**config.mk**
```make
export PLATFORM = sky130hd
export DESIGN_NAME = elevator_ride_sequencer
export DESIGN_NICKNAME = d
export VERILOG_FILES = /design/src/ers_pkg.sv /design/src/ers_fsm.sv /design/src/elevator_ride_sequencer.sv
export SDC_FILE = /design/constraint.sdc
export NUM_CORES = 1
export LEC_CHECK = 0
export BUFFER_PORTS_ARGS = -buffer_cell sky130_fd_sc_hd__buf_2
export CORE_UTILIZATION = 64
export CTS_CLUSTER_SIZE = 24
export DETAILED_ROUTE_END_ITERATION = 7
export PLACE_DENSITY = 0.81
export SYNTH_ARGS = -nofsm -noshare
export SYNTH_HDL_FRONTEND = slang
export SYNTH_HIERARCHICAL = 1
export SYNTH_SLANG_ARGS = --single-unit
export TNS_END_PERCENT = 5
```
**constraint.sdc**
```tcl
create_clock -name aclk -period 7.08 [get_ports aclk]
set_input_delay 0.708 -clock aclk [delete_from_list [all_inputs] [get_ports aclk]]
set_output_delay 0.708 -clock aclk [all_outputs]
set_load 0.02 [all_outputs]
```
**src/ers_pkg.sv**
```systemverilog
package ers_pkg;

    localparam int TIMER_WIDTH = 16;
    localparam int CFG_DATA_WIDTH = 16;
    localparam int CFG_INDEX_WIDTH = 3;

    typedef logic [TIMER_WIDTH-1:0] timer_t;

    // Configuration register indexes.
    localparam logic [CFG_INDEX_WIDTH-1:0] CFG_BEACON_CONFIRM = 3'd0;
    localparam logic [CFG_INDEX_WIDTH-1:0] CFG_DISTANCE_CONFIRM = 3'd1;
    localparam logic [CFG_INDEX_WIDTH-1:0] CFG_ENTRY_HOLD = 3'd2;
    localparam logic [CFG_INDEX_WIDTH-1:0] CFG_EXIT_HOLD = 3'd3;
    localparam logic [CFG_INDEX_WIDTH-1:0] CFG_DOOR_OPEN_TIMEOUT = 3'd4;
    localparam logic [CFG_INDEX_WIDTH-1:0] CFG_DOOR_CLOSE_TIMEOUT = 3'd5;
    localparam logic [CFG_INDEX_WIDTH-1:0] CFG_START_FLOOR = 3'd6;
    localparam logic [CFG_INDEX_WIDTH-1:0] CFG_USE_BEACON = 3'd7;

    // Floor call codes.
    localparam logic [1:0] FLOOR_NONE = 2'd0;
    localparam logic [1:0] FLOOR_ONE = 2'd1;
    localparam logic [1:0] FLOOR_TWO = 2'd2;

    localparam logic [1:0] START_FLOOR_RESET = FLOOR_TWO;

    typedef enum logic [3:0] {
        ST_FAR          = 4'd0,
        ST_CLOSE        = 4'd1,
        ST_CONFIRM      = 4'd2,
        ST_ENTRY_OPEN   = 4'd3,
        ST_ENTERED      = 4'd4,
        ST_ENTRY_CLOSED = 4'd5,
        ST_CALL_DEST    = 4'd6,
        ST_EXIT_OPEN    = 4'd7,
        ST_EXIT_SEEN    = 4'd8,
        ST_EXIT_CLEAR   = 4'd9,
        ST_FINISHED     = 4'd10,
        ST_ERROR        = 4'd11
    } flow_state_t;

    typedef struct packed {
        timer_t     beacon_confirm_ticks;
        timer_t     distance_confirm_ticks;
        timer_t     entry_hold_ticks;
        timer_t     exit_hold_ticks;
        timer_t     door_open_timeout_ticks;
        timer_t     door_close_timeout_ticks;
        logic [1:0] start_floor;
        logic       use_beacon;
    } cfg_t;

    typedef struct packed {
        logic beacon_near;
        logic robot_close;
        logic door_shut;
    } in_item_t;

    typedef struct packed {
        logic [3:0] flow_state;
        logic       service_on;
        logic       service_off;
        logic [1:0] call_floor;
        logic       hold_door;
        logic       release_door;
    } out_item_t;

    // Saturating increment of a tick counter.
    function automatic timer_t bump(input timer_t count);
        timer_t result;
        result = (count == '1) ? count : count + timer_t'(1);
        return result;
    endfunction

endpackage

```
**src/ers_fsm.sv**
```systemverilog
module ers_fsm (
    input  logic                aclk,
    input  logic                aresetn,
    input  logic                step,
    input  ers_pkg::in_item_t   item,
    input  ers_pkg::cfg_t       cfg,
    output ers_pkg::out_item_t  result
);

    ers_pkg::flow_state_t state_reg, state_next;
    ers_pkg::timer_t beacon_cnt_reg, beacon_cnt_next;
    ers_pkg::timer_t dist_cnt_reg, dist_cnt_next;
    ers_pkg::timer_t open_cnt_reg, open_cnt_next;
    ers_pkg::timer_t entry_cnt_reg, entry_cnt_next;
    ers_pkg::timer_t exit_cnt_reg, exit_cnt_next;
    ers_pkg::timer_t close_cnt_reg, close_cnt_next;
    logic entry_seen_reg, entry_seen_next;
    logic exit_timer_reg, exit_timer_next;

    logic            near;
    logic [1:0]      first_call;
    logic [1:0]      dest_call;
    logic            seen_now;
    logic            timer_now;
    ers_pkg::timer_t cnt_now;
    ers_pkg::timer_t cnt_bumped;

    assign near = cfg.use_beacon ? item.beacon_near : item.robot_close;
    assign first_call = (cfg.start_floor == ers_pkg::FLOOR_ONE) ?
                        ers_pkg::FLOOR_ONE : ers_pkg::FLOOR_TWO;
    assign dest_call = (cfg.start_floor == ers_pkg::FLOOR_ONE) ?
                       ers_pkg::FLOOR_TWO : ers_pkg::FLOOR_ONE;

    always_comb begin
        state_next = state_reg;
        beacon_cnt_next = beacon_cnt_reg;
        dist_cnt_next = dist_cnt_reg;
        open_cnt_next = open_cnt_reg;
        entry_cnt_next = entry_cnt_reg;
        exit_cnt_next = exit_cnt_reg;
        close_cnt_next = close_cnt_reg;
        entry_seen_next = entry_seen_reg;
        exit_timer_next = exit_timer_reg;
        seen_now = 1'b0;
        timer_now = 1'b0;
        cnt_now = '0;
        cnt_bumped = '0;
        result = '0;

        unique case (state_reg)
            ers_pkg::ST_FAR: begin
                if (near) begin
                    state_next = ers_pkg::ST_CLOSE;
                    beacon_cnt_next = '0;
                    dist_cnt_next = '0;
                end
            end
            ers_pkg::ST_CLOSE: begin
                if (!near) begin
                    state_next = ers_pkg::ST_FAR;
                    beacon_cnt_next = '0;
                end else begin
                    beacon_cnt_next = ers_pkg::bump(beacon_cnt_reg);
                    if (beacon_cnt_next >= cfg.beacon_confirm_ticks) begin
                        state_next = ers_pkg::ST_CONFIRM;
                        dist_cnt_next = '0;
                    end
                end
            end
            ers_pkg::ST_CONFIRM: begin
                if (!near) begin
                    state_next = ers_pkg::ST_FAR;
                    beacon_cnt_next = '0;
                    dist_cnt_next = '0;
                end else if (item.robot_close) begin
                    dist_cnt_next = ers_pkg::bump(dist_cnt_reg);
                    if (dist_cnt_next >= cfg.distance_confirm_ticks) begin
                        result.service_on = 1'b1;
                        result.call_floor = first_call;
                        state_next = ers_pkg::ST_ENTRY_OPEN;
                        open_cnt_next = '0;
                    end
                end else begin
                    dist_cnt_next = '0;
                end
            end
            ers_pkg::ST_ENTRY_OPEN, ers_pkg::ST_EXIT_OPEN: begin
                if (!item.door_shut) begin
                    result.hold_door = 1'b1;
                    open_cnt_next = '0;
                    if (state_reg == ers_pkg::ST_ENTRY_OPEN) begin
                        state_next = ers_pkg::ST_ENTERED;
                        entry_cnt_next = '0;
                        entry_seen_next = 1'b0;
                    end else begin
                        state_next = ers_pkg::ST_EXIT_SEEN;
                        exit_cnt_next = '0;
                        exit_timer_next = 1'b0;
                    end
                end else begin
                    open_cnt_next = ers_pkg::bump(open_cnt_reg);
                    if (open_cnt_next >= cfg.door_open_timeout_ticks) begin
                        state_next = ers_pkg::ST_ERROR;
                    end
                end
            end
            ers_pkg::ST_ENTERED: begin
                // The hold timer restarts on the first tick the robot is seen.
                seen_now = entry_seen_reg | item.robot_close;
                cnt_now = (item.robot_close && !entry_seen_reg) ? '0 : entry_cnt_reg;
                cnt_bumped = (seen_now && cnt_now < cfg.entry_hold_ticks) ?
                             ers_pkg::bump(cnt_now) : cnt_now;
                entry_seen_next = seen_now;
                entry_cnt_next = cnt_bumped;
                if (seen_now && cnt_bumped >= cfg.entry_hold_ticks &&
                    !item.robot_close) begin
                    result.release_door = 1'b1;
                    state_next = ers_pkg::ST_ENTRY_CLOSED;
                    close_cnt_next = '0;
                    entry_cnt_next = '0;
                end
            end
            ers_pkg::ST_ENTRY_CLOSED: begin
                if (item.door_shut) begin
                    state_next = ers_pkg::ST_CALL_DEST;
                    close_cnt_next = '0;
                end else begin
                    close_cnt_next = ers_pkg::bump(close_cnt_reg);
                    if (close_cnt_next >= cfg.door_close_timeout_ticks) begin
                        state_next = ers_pkg::ST_ERROR;
                    end
                end
            end
            ers_pkg::ST_CALL_DEST: begin
                result.call_floor = dest_call;
                state_next = ers_pkg::ST_EXIT_OPEN;
                open_cnt_next = '0;
            end
            ers_pkg::ST_EXIT_SEEN: begin
                if (item.robot_close) begin
                    state_next = ers_pkg::ST_EXIT_CLEAR;
                end
            end
            ers_pkg::ST_EXIT_CLEAR: begin
                if (!item.robot_close) begin
                    timer_now = 1'b1;
                    cnt_now = exit_timer_reg ? exit_cnt_reg : '0;
                    cnt_bumped = (cnt_now < cfg.exit_hold_ticks) ?
                                 ers_pkg::bump(cnt_now) : cnt_now;
                end
                exit_timer_next = timer_now;
                exit_cnt_next = cnt_bumped;
                if (timer_now && cnt_bumped >= cfg.exit_hold_ticks) begin
                    result.release_door = 1'b1;
                    result.service_off = 1'b1;
                    state_next = ers_pkg::ST_FINISHED;
                    close_cnt_next = '0;
                    exit_cnt_next = '0;
                    exit_timer_next = 1'b0;
                end
            end
            ers_pkg::ST_FINISHED: begin
                // Here the timeout is compared before the counter advances.
                if (item.door_shut || close_cnt_reg >= cfg.door_close_timeout_ticks) begin
                    state_next = ers_pkg::ST_FAR;
                    beacon_cnt_next = '0;
                    dist_cnt_next = '0;
                    entry_cnt_next = '0;
                    entry_seen_next = 1'b0;
                    exit_cnt_next = '0;
                    exit_timer_next = 1'b0;
                    close_cnt_next = '0;
                end else begin
                    close_cnt_next = ers_pkg::bump(close_cnt_reg);
                end
            end
            ers_pkg::ST_ERROR: begin
                result.release_door = 1'b1;
                result.service_off = 1'b1;
                state_next = ers_pkg::ST_FAR;
                beacon_cnt_next = '0;
                dist_cnt_next = '0;
                open_cnt_next = '0;
                entry_cnt_next = '0;
                exit_cnt_next = '0;
                close_cnt_next = '0;
                entry_seen_next = 1'b0;
                exit_timer_next = 1'b0;
            end
            default: begin
                state_next = ers_pkg::ST_FAR;
            end
        endcase

        result.flow_state = 4'(state_next);
    end

    always_ff @(posedge aclk) begin
        if (!aresetn) begin
            state_reg <= ers_pkg::ST_FAR;
            beacon_cnt_reg <= '0;
            dist_cnt_reg <= '0;
            open_cnt_reg <= '0;
            entry_cnt_reg <= '0;
            exit_cnt_reg <= '0;
            close_cnt_reg <= '0;
            entry_seen_reg <= 1'b0;
            exit_timer_reg <= 1'b0;
        end else if (step) begin
            state_reg <= state_next;
            beacon_cnt_reg <= beacon_cnt_next;
            dist_cnt_reg <= dist_cnt_next;
            open_cnt_reg <= open_cnt_next;
            entry_cnt_reg <= entry_cnt_next;
            exit_cnt_reg <= exit_cnt_next;
            close_cnt_reg <= close_cnt_next;
            entry_seen_reg <= entry_seen_next;
            exit_timer_reg <= exit_timer_next;
        end
    end

endmodule

```
**src/elevator_ride_sequencer.sv**
```systemverilog
// A result is registered into the output register, or into the skid entry while that
// register is held. Throughput: one transaction per cycle while s_ready is high; the
// sequencer state and all tick counters update in the cycle a transaction is accepted,
// and a two-entry output buffer keeps input flowing while one result waits on m_ready.
// Reset (aresetn low, synchronous): state returns to far, counters and flags clear,
// configuration registers take their default values and the output buffer empties.
module elevator_ride_sequencer (
    input  logic                                   aclk,
    input  logic                                   aresetn,
    input  logic                                   s_valid,
    output logic                                   s_ready,
    input  ers_pkg::in_item_t                      s_data,
    output logic                                   m_valid,
    input  logic                                   m_ready,
    output ers_pkg::out_item_t                     m_data,
    input  logic                                   cfg_wr_en,
    input  logic [ers_pkg::CFG_INDEX_WIDTH-1:0]    cfg_index,
    input  logic [ers_pkg::CFG_DATA_WIDTH-1:0]     cfg_wr_data
);

    ers_pkg::cfg_t      cfg_reg;
    ers_pkg::out_item_t result;
    ers_pkg::out_item_t out_reg;
    ers_pkg::out_item_t skid_reg;
    logic               out_valid_reg;
    logic               skid_valid_reg;
    logic               push;
    logic               pop;

    assign s_ready = !skid_valid_reg;
    assign push = s_valid && s_ready;
    assign pop = out_valid_reg && m_ready;
    assign m_valid = out_valid_reg;
    assign m_data = out_reg;

    always_ff @(posedge aclk) begin
        if (!aresetn) begin
            cfg_reg.beacon_confirm_ticks <= ers_pkg::timer_t'(100);
            cfg_reg.distance_confirm_ticks <= ers_pkg::timer_t'(50);
            cfg_reg.entry_hold_ticks <= ers_pkg::timer_t'(50);
            cfg_reg.exit_hold_ticks <= ers_pkg::timer_t'(50);
            cfg_reg.door_open_timeout_ticks <= ers_pkg::timer_t'(300);
            cfg_reg.door_close_timeout_ticks <= ers_pkg::timer_t'(120);
            cfg_reg.start_floor <= ers_pkg::START_FLOOR_RESET;
            cfg_reg.use_beacon <= 1'b1;
        end else if (cfg_wr_en) begin
            unique case (cfg_index)
                ers_pkg::CFG_BEACON_CONFIRM:
                    cfg_reg.beacon_confirm_ticks <= cfg_wr_data;
                ers_pkg::CFG_DISTANCE_CONFIRM:
                    cfg_reg.distance_confirm_ticks <= cfg_wr_data;
                ers_pkg::CFG_ENTRY_HOLD:
                    cfg_reg.entry_hold_ticks <= cfg_wr_data;
                ers_pkg::CFG_EXIT_HOLD:
                    cfg_reg.exit_hold_ticks <= cfg_wr_data;
                ers_pkg::CFG_DOOR_OPEN_TIMEOUT:
                    cfg_reg.door_open_timeout_ticks <= cfg_wr_data;
                ers_pkg::CFG_DOOR_CLOSE_TIMEOUT:
                    cfg_reg.door_close_timeout_ticks <= cfg_wr_data;
                ers_pkg::CFG_START_FLOOR:
                    cfg_reg.start_floor <= cfg_wr_data[1:0];
                ers_pkg::CFG_USE_BEACON:
                    cfg_reg.use_beacon <= cfg_wr_data[0];
                default: ;
            endcase
        end
    end

    ers_fsm u_fsm (
        .aclk    (aclk),
        .aresetn (aresetn),
        .step    (push),
        .item    (s_data),
        .cfg     (cfg_reg),
        .result  (result)
    );

    // The skid entry only fills when the output register is occupied and not drained.
    always_ff @(posedge aclk) begin
        if (!aresetn) begin
            out_valid_reg <= 1'b0;
            skid_valid_reg <= 1'b0;
        end else if (pop) begin
            if (skid_valid_reg) begin
                out_reg <= skid_reg;
                skid_valid_reg <= 1'b0;
            end else if (push) begin
                out_reg <= result;
            end else begin
                out_valid_reg <= 1'b0;
            end
        end else if (push) begin
            if (!out_valid_reg) begin
                out_reg <= result;
                out_valid_reg <= 1'b1;
            end else begin
                skid_reg <= result;
                skid_valid_reg <= 1'b1;
            end
        end
    end

endmodule

```
# Word-level counts from Yosys, hierarchy flattened
# Cells that the tools add are included.
[word_totals]
register_bits = 223
out_inout_bits = 12
input_bits = 27
[classes]
n_eq_ne = 41
order_cmp = 9
muxes = 92
n_addsub = 6
bitwise_logic = 3
n_reduce_logical = 41
[ops]
columns = ["operator", "count"]
rows = [
  ["$mux 16", 34],
  ["$pmux 16 s5", 3],
  ["$pmux 16 s4", 2],
  ["$ge 16x16->1", 7],
  ["$add 16x1->16 const B", 6],
  ["$eq 16x16->1 const B", 6],
  ["$mux 4", 15],
  ["$mux 10", 5],
  ["$pmux 16 s3", 1],
  ["$pmux 4 s10", 1],
  ["$lt 16x16->1", 2],
  ["$mux 1", 21],
  ["$ne 2x1->1 const B", 10],
  ["$reduce_and 5->1", 4],
  ["$reduce_and 2->1", 9],
  ["$eq 4x3->1 const B", 4],
  ["$eq 4x4->1 const B", 4],
  ["$eq 3x3->1 const B", 4],
  ["$ne 2x2->1 const B", 6],
  ["$reduce_and 4->1", 3],
  ["$mux 2", 5],
  ["$reduce_bool 5->1", 2],
  ["$eq 4x2->1 const B", 2],
  ["$pmux 1 s4", 2],
  ["other kinds (20)", 34],
]

# Longest topological paths before layout
[depth]
depth_word = 14
mapped_depth = 24
mapped_depth_nobuf = 21

# By module
# Netlist, hierarchy kept.
[by_module_without_submodules]
columns = ["module", "seq_area_each_um2", "area_each_um2", "instances", "cells_each"]
rows = [
  ["ers_fsm", 2042.0, 10254.8, 1, 1362],
  ["elevator_ride_sequencer", 2622.5, 4184.0, 1, 397],
]

# Worst setup path after synthesis
# Ideal clock, no wire load.
[synth_path]
path_kind = "reg2reg"
from = "register u_fsm.exit_timer_reg"
to = "register out_reg, in the netlist m_data[7] (data pin)"
t_arrival_ps = 4807
slack_ps = 2014
required_time_ps = 6820
stages_incl_launch_ff = 23
path_cell_list = "dfxtp_1 clkdlybuf4s15_1 buf_6 nand2_1 inv_1 ha_1 a211oi_2 o221ai_2 a221oi_2 o41ai_1 nand2b_1 buf_6 or4_4 xor2_1 nor2_1 ha_1 a21oi_1 o21a_1 nor2_1 a211oi_1 nor3b_1 or4_1 mux2_2"
[synth_rtl]
columns = ["element", "line_no", "source"]
rows = [
  ["start, declared", "ers_fsm.sv:18", "logic exit_timer_reg, exit_timer_next;"],
  ["start signal, assigned", "ers_fsm.sv:218", "exit_timer_reg <= exit_timer_next;"],
  ["end signal, assigned", "elevator_ride_sequencer.sv:85", "out_reg <= skid_reg;"],
  ["end signal, assigned", "elevator_ride_sequencer.sv:88", "out_reg <= result;"],
  ["end signal, assigned", "elevator_ride_sequencer.sv:94", "out_reg <= result;"],
  ["end, declared", "elevator_ride_sequencer.sv:23", "ers_pkg::out_item_t out_reg;"],
]

==> results.md <==
* Global route hottest layer: met2
* Slew at the pin with the worst max-slew slack at 1180 ps
* Fin Clk Skew at 11.8 ps
* GR Overflow Total at 0
* Worst hold path class: in2reg
* Reg2Reg Setup Slack at 1170 ps
* Worst setup EP type: register
* Static Leak at 0.00660 uW
* Post-synth ARST share at 0
* Total negative slack at 0 ps
* Port bufs at 38
* Fmax at 169 MHz
* Startpoint Class: register
* Die Area at 23200 um2
* Routed Antenna Nets at 0
* Vias at 12926
* Met1 Usage GRT at 0.401
* Number of synthesized flops with an enable pin at 20
* RSZ-0062 raised after global routing: no
* Maximum root-to-sink buffer count at 3
* Initial core utilization at 0.658
* Final Instance Area at 15400 um2
* Synthesis-to-finish area growth at 6.87%
* Netlist Area Pre-Place at 14400 um2
* Mapped Cells at 1759
* Core area at 22000 um2
* Register area at 4660 um2
* Failing checks: design-rule violations
* Vias in the first global route at 12137
* Met2 GRT Util at 0.530
* Sw Share at 0.243
* CTS buffer count at 25
* Post-synth cell types at 84
* Syn Area/Cell at 8.21 um2
* Largest net degree at the start of global routing at 137
* Util after Layout at 0.703
* Initial antenna violation count at 1
* Seq/Total Area, Yosys at 0.323
* Htree depth at 1
* Internal Power at 2120 uW
* Nets at 1917
* PnR Total Power at 2800 uW
* Die Wd at 152 um
* First-pass GRT wire length at 59.6 mm
* DP Area at 14600 um2
* Clk root buf: clkbuf_16
* Hold Buf Count CTS at 0
* Die height at 152 um
* Worst Path Required at 7340 ps
* Worst EP arrival at 6170 ps
* Count leader, synth: dfxtp_1
* Yosys top cell area share at 0.281
* Switching pwr at 680 uW
* Final Cycle Share at 0.835
* Initial DRC count at 1086
* Status: finished with violations
* Fillers at 1735
* Std-Cell Rows at 54
* Comb power frac at 0.070
* Pins Over Slew Limit at 0
* Worst setup path class: reg2reg
* Clk slew on worst S/H paths at 60 ps
* Max cap viols at 0
* HPWL Detailed at 26.1 mm
* Synthesized flop and latch total at 223
* Final setup fails at 0
* Total track usage at 0.311
* Routed wire length at 36.5 mm
* Largest fanout on the critical path at 23
* GP Congestion at 0.889
* CTS tree: yes
* Main synth FF type: dfxtp_1
* Largest register FFs at 99
* Vias/cell at 6.34
* Min Clock Period, post-route at 5910 ps
* Top post-synthesis cells by area: dfxtp_1 (28%), ha_1 (13%), nand3_1 (5.6%)
* Worst-skew pair later-pin latency at 520 ps
* PD cells at 182 nW/um2
* Final Hold Vio Count at 0
* Post-synth top cells: dfxtp_1 (203), nand2_1 (187), nand3_1 (163)
* Met3 usage at 0.0381
* Flop pwr share at 0.467
* Pre-antenna DRT Iters at 7
* Area of the multi-input gates at 8910 um2
* Slew HR at 0.210
* Wire per inst at 17.9 um
* # DRC at 1
* Clock Sink Count at 223
* Yosys warns at 6
* Share of cells above drive strength 1 at 0.0773
* Io pins at 39
* Clock power frac at 0.463
* # resized after CTS at 0
* Postcts setup bufs at 0
* Peak supply drop at 0.000196 V
* Leading area contributor after synthesis: dfxtp_1
* Post-synthesis net count at 1934
==> critical path, cell delays in order, from the launching register on <==
cell and delay [ps]:
dfxtp_1 720, nand2_1 190, inv_1 150, ha_1 280
a211oi_2 280, o221ai_2 140, a221oi_2 320, o41ai_1 150
nand2b_1 330, xnor2_1 290, nand2_1 80, ha_1 290
nand2b_1 150, a2111oi_0 480, o31ai_1 160, a211oi_1 560
nor3b_1 160, or4_1 620, mux2_2 300
==> final timing paths <==
path                     startpoint                     end  depth (start not counted)
max            u_fsm/exit_timer_reg               m_data[7]                         18
min                  cfg_wr_data[8]             cfg_reg[27]                          3
max reg2reg    u_fsm/exit_timer_reg               m_data[7]                         18
min reg2reg  u_fsm/exit_cnt_reg[15]  u_fsm/exit_cnt_reg[15]                          2
==> area by class of cell <==
type                    instances  share of cell area
multi-input cells            1330               0.578
diodes                          1            0.000162
clock inverters                11             0.00705
well taps                     280              0.0227
inverters                     121              0.0294
flip-flops and latches        223               0.302
clock buffers                  33              0.0458
repair buffers                 41              0.0150
==> cell families (layout without fill, tap and decap cells) <==
family	Yosys count	in the layout	synth area share
DFF	223	223	0.323
muxes	44	44	0.0321
buffers and inverters	206	206	0.0601
xor gates and xnor gates	71	71	0.0431
other	0	1	0
AOI/OAI and AO/OA	389	389	0.177
and+or+nand+nor	678	678	0.237
adders and majority gates	148	148	0.128
==> stage by stage <==
stage,hold WS [ps],setup WS (ps),instances
floorplan,417,2010,1759
global placement,431,1110,1995
detailed placement,454,977,1995
CTS,402,1190,2039
global route,401,732,2040
finish,414,1170,2040
==> power groups by stage <==
stage	Combinational, uW	Clock (uW)	Sequential (uW)
2_1_floorplan	136	0	1330
5_1_grt	214	1370	1310
3_5_place_dp	192	0	1340
3_3_place_gp	187	0	1340
4_1_cts	194	1310	1310
6_report	197	1300	1310
==> placed cells by master, fill, tap and decap left out, types with 24 or more instances in the layout <==
master and n:
dfxtp_1 203, nand2_1 187, nand3_1 163, ha_1 148, o21ai_0 134, inv_1 121, nor2_1 108, a21oi_1 62
xnor2_1 48, buf_2 37, nand4_1 36, and2_1 33, clkbuf_16 26, mux2i_1 25, nor3_1 24, and3_1 24
==> layer usage <==
metal	wire length [um]	part of all wire
met1	15900	0.43
met2	17300	0.47
met3	2090	0.057
met4	1330	0.036
met5	0	0
Note: power is estimated with default switching activity, not from simulation.
